`config.mk`:
```
export PLATFORM = sky130hd
export DESIGN_NAME = isrt_cell
export DESIGN_NICKNAME = d
export VERILOG_FILES = /design/src/hdl/insertion_sorter_macros.svh /design/src/hdl/isrt_pkg.sv /design/src/hdl/isrt_cell.sv
export SDC_FILE = /design/constraint.sdc
export NUM_CORES = 1
export LEC_CHECK = 0
export ABC_AREA = 1
export BUFFER_PORTS_ARGS = -buffer_cell sky130_fd_sc_hd__clkbuf_2
export CELL_PAD_IN_SITES_DETAIL_PLACEMENT = 0
export CELL_PAD_IN_SITES_GLOBAL_PLACEMENT = 1
export CORE_MARGIN = 2
export CORE_UTILIZATION = 32
export CTS_CLUSTER_SIZE = 12
export DETAILED_ROUTE_END_ITERATION = 6
export HOLD_SLACK_MARGIN = 0.12
export PLACE_DENSITY_LB_ADDON = 0.1
export SLEW_MARGIN = 40
export SYNTH_ARGS = -nofsm -noshare
export SYNTH_HDL_FRONTEND = slang
export SYNTH_SLANG_ARGS = --single-unit
```
`constraint.sdc`:
```
create_clock -name clk_i -period 2.9 [get_ports clk_i]
set_input_delay 0.145 -clock clk_i [delete_from_list [all_inputs] [get_ports clk_i]]
set_output_delay 0.145 -clock clk_i [all_outputs]
set_load 0.01 [all_outputs]
```
`src/hdl/insertion_sorter_macros.svh`:
```
// ----------------------------------------------------------------------------
// insertion_sorter assertion macros
// Shared concurrent assertion forms, clocked on clk_i, off during reset.
// ----------------------------------------------------------------------------
`ifndef INSERTION_SORTER_MACROS_SVH
`define INSERTION_SORTER_MACROS_SVH

// Check that a condition holds at every clock edge.
`define ISRT_ASSERT(lbl, cond, msg) \
  lbl: assert property (@(posedge clk_i) disable iff (!rst_ni) (cond)) else $error(msg);

// Check that a consequent holds in the cycle after an antecedent.
`define ISRT_ASSERT_NEXT(lbl, ante, cons, msg) \
  lbl: assert property (@(posedge clk_i) disable iff (!rst_ni) (ante) |=> (cons)) \
    else $error(msg);

`endif

```
`src/hdl/isrt_pkg.sv`:
```
// ----------------------------------------------------------------------------
// isrt_pkg
// Types and constants shared by the insertion sorter cells and top level.
// ----------------------------------------------------------------------------
`default_nettype none

package isrt_pkg;

  localparam int unsigned DATA_W       = 32;
  localparam int unsigned CAPACITY_DEF = 64;

  // Control broadcast to every cell in the chain.
  typedef struct packed {
    logic                     insert;
    logic                     shift;
    logic signed [DATA_W-1:0] value;
  } cell_ctl_t;

  typedef enum logic [1:0] {
    ST_FILL  = 2'b01,
    ST_DRAIN = 2'b10
  } state_e;

endpackage

`default_nettype wire

```
`src/hdl/isrt_cell.sv`:
```
// ----------------------------------------------------------------------------
// isrt_cell
// One slot of the sorting chain: holds a value and its valid bit.
// ----------------------------------------------------------------------------
`default_nettype none

module isrt_cell (
  input  wire logic                                 clk_i,
  input  wire logic                                 rst_ni,
  input  wire isrt_pkg::cell_ctl_t                  ctl_i,
  input  wire logic                                 lo_gt_i,
  input  wire logic signed [isrt_pkg::DATA_W-1:0]   lo_val_i,
  input  wire logic                                 lo_valid_i,
  input  wire logic signed [isrt_pkg::DATA_W-1:0]   hi_val_i,
  input  wire logic                                 hi_valid_i,
  output logic                                      gt_o,
  output logic signed [isrt_pkg::DATA_W-1:0]        val_o,
  output logic                                      valid_o
);

  logic signed [isrt_pkg::DATA_W-1:0] val_q, val_d;
  logic                               valid_q, valid_d;

  // An empty slot counts as greater than anything, so the new value lands there.
  assign gt_o = !valid_q || (val_q > ctl_i.value);

  always_comb begin
    val_d   = val_q;
    valid_d = valid_q;
    if (ctl_i.shift) begin
      val_d   = hi_val_i;
      valid_d = hi_valid_i;
    end else if (ctl_i.insert && gt_o) begin
      val_d   = lo_gt_i ? lo_val_i : ctl_i.value;
      valid_d = valid_q || lo_valid_i;
    end
  end

  always_ff @(posedge clk_i or negedge rst_ni) begin
    if (!rst_ni) begin
      valid_q <= 1'b0;
    end else begin
      valid_q <= valid_d;
    end
  end

  always_ff @(posedge clk_i) begin
    val_q <= val_d;
  end

  assign val_o   = val_q;
  assign valid_o = valid_q;

endmodule

`default_nettype wire

```
==> out/metrics.cfg <==
[power]
p_sw_uw = 446
power.leakage_uw = 0.00179
sequentialPowerShare_pct = 44.4
power.density_mw_per_mm2 = 406
ir_drop_uv = 150
swShare_pct = 31.7
clkPwrFrac_pct = 23.7
p_int_uw = 961
power_uw = 1410
combPwrFrac_pct = 32.0

[clock_network]
clockRootBuffer = clkbuf_8
clkSinkCount = 33
insertion_delay_ns = 0.28
cts_buffers = 5
clock_path_buffers = 2
clk_pin_slew_worst_paths_ns = 0.07
cts_tree = yes
htree_num_levels = 2

[global_routing]
grt_pass1_vias = 2332
grt_max_degree = 63
grt_pass1_wl_microns = 10800
gr-total-overflow = 0
antenna_found_initial = 0
track_usage_pct = 15.6

[timing]
worst_pin_slew_ns = 0.688
clock_skew_ns = 0.00614
setup_viol = 0
final.period_utilization_pct = 79.7
hold_viol_final = 0
min_period_ns = 2.31
setup_tns_ns = 0
drv_slew = 0
max_freq_mhz = 432
max-slew-margin-rel_pct = 54.1
rsz0062_at_grt = false

[floorplanning]
die_w_microns = 93.7
num_rows = 32
start_util_pct = 33.1
core_sq_mm = 0.00777
top_level_ports = 137
die_area_sq_mm = 0.00878
die_h_microns = 93.7

[critical_path]
critPathArrivalTime_ns = 2.27
rr_startpoint = val_o[17]$_DFFE_PP_
cp-end-kind = flip-flop
path_class = reg -> reg
required_ns = 2.86
cp-startpoint = val_o[17]$_DFFE_PP_
cp-start-kind = flip-flop
worst-path-max-fanout = 21

[job]
drv_cap = 0

[finish]
nFillCells = 827
diodes = 0
drive_gt1_share_pct = 35.1
nets = 574
multiInputGateArea_sq_mm = 0.00137
register_area_sq_um = 986
layout-area-overhead-vs-synth_pct = 34.9

[yosys]
syn-instance-count = 302
ys_ff_latch = 33
synth.avg_cell_area_sq_um = 8.52
yosysTopAreaCellShare_pct = 37.3
synth_common_cells = nand2_1, inv_1, edfxtp_1, ha_1, o21a_1
syn-num-nets = 437
synth.distinct_cells = 21
synth_area_leader_cell = edfxtp_1
yosys-top-cells-area = edfxtp_1, ha_1, nand2_1
yosysMostFrequentCell = nand2_1
yosysWarnings = 0
async_flop_share_pct = 3.03
ys_seq_area_share_pct = 38.3
synthesis.area_sq_mm = 0.00257
synth_flop_cell = edfxtp_1
synth_edf_count = 32

[placed_design]
numPortBuffers = 136
hpwl_microns = 5280
gp_congestion = 0.711

[min_path]
hp-class = in -> reg
hp-start = hi_val_i[16]

[detailed_routing]
ant_nets = 0
drtIter0Drc = 46
wl_microns = 6710
viasPerCell = 4.51
route.detailed.drc = 0
vias = 2439
dr.pass1.iters = 4
wire_per_inst_microns = 12.4

[outcome]
status = finished clean

-- worst max-delay path: stages, from the launching register on --
cell      delay (ns)
edfxtp_1        0.40
ha_1            0.35
nand2_1         0.08
nand2_1         0.05
nand2_1         0.05
nand2_1         0.07
nand2_1         0.06
nand2_1         0.05
a21oi_1         0.17
nand2_1         0.08
nand2_1         0.07
nand3_2         0.07
nand2_2         0.07
nand2_2         0.06
nand2_2         0.06
buf_4           0.32
-- repair_timing --
item | in CTS | in global routing
hold buffers | 4 | 0
gates resized for setup | 0 | 0
setup endpoints to repair | 0 | 0
buffers inserted | 0 | 0
hold endpoints to repair | 4 | 0
-- worst paths after layout --
kind	to	slack (ns)	cells past startpoint
worst max-delay path	val_o[17]$_DFFE_PP_	0.59	15
worst min-delay path	val_o[16]$_DFFE_PP_	0.13	2
worst max register to register	val_o[17]$_DFFE_PP_	0.59	15
worst min register to register	valid_o$_DFFE_PN0P_	0.61	2
max in group asynchronous	valid_o$_DFFE_PN0P_	2.64	2
min in group asynchronous	valid_o$_DFFE_PN0P_	0.17	2
-- flip-flops by register name, indices dropped and copies added, names as in the netlist --
register	cells
val_o	32
valid_o	1
-- cells in the final DEF (no fill, tap or decap), drive strengths merged --
master | synthesis | layout
clkbuf | 12 | 142
nand2 | 78 | 78
inv | 42 | 42
ha | 32 | 32
edfxtp | 32 | 32
o21a | 31 | 31
o211ai | 29 | 29
a21oi | 20 | 20
nor2 | 13 | 13
dlygate4sd3 | 0 | 4
nand3 | 4 | 4
o21ai | 3 | 3
buf | 1 | 3
clkinv | 1 | 2
nand4 | 2 | 2
a21o | 1 | 1
dfrtp | 1 | 1
-- per-layer routing --
layer / share of wire, % / up-vias / wire (microns) / track usage, %
met4: 0.69 / 0 / 46 / 3.62
met5: 0 / - / 0 / 0
met2: 45 / 77 / 3030 / 24.8
li1: - / 1311 / - / -
met3: 6.7 / 5 / 449 / 4.17
met1: 47 / 1046 / 3180 / 21.1
-- stage by stage --
step	instance area, sq um	instances	hold WS (ns)	worst slack, ns	utilization, %
2_1_floorplan	2570	302	-0.151	0.570	-
3_3_place_gp	3350	530	-0.0790	0.616	43.2
3_5_place_dp	3350	530	-0.0763	0.566	43.2
4_1_cts	3470	541	0.121	0.560	44.7
5_1_grt	3470	541	0.120	0.343	44.7
6_report	3470	541	0.131	0.587	44.7
-- area by class of cell --
cell class / instances / share of cell area, %
Inverter: 43 / 4.65
Timing Repair Buffer: 143 / 21.5
Clock buffer: 6 / 2.09
Sequential cell: 33 / 28.4
Multi-Input combinational cell: 213 / 39.6
Clock inverter: 1 / 0.108
Tap cell: 102 / 3.68
-- power groups by stage --
| stage | Sequential [uW] | Clock (uW) | Combinational (uW) |
|---|---|---|---|
| finish | 625 | 333 | 450 |
| global route | 632 | 368 | 516 |
| floorplan | 657 | 0 | 240 |
| global placement | 632 | 0 | 452 |
| detailed placement | 635 | 0 | 451 |
| CTS | 625 | 352 | 458 |
-- kinds of logic (layout without fill, tap and decap cells) --
group | after synthesis | in the layout | share of synthesized area [%]
flip-flops | 33 | 33 | 38.3
AND/OR/NAND/NOR | 97 | 97 | 15.6
AO/OA/AOI/OAI | 84 | 84 | 22.3
adder cells (fa/ha/maj) | 32 | 32 | 15.6
buffers and inverters | 56 | 193 | 8.31
No activity file was read; power rests on OpenSTA's default activity.
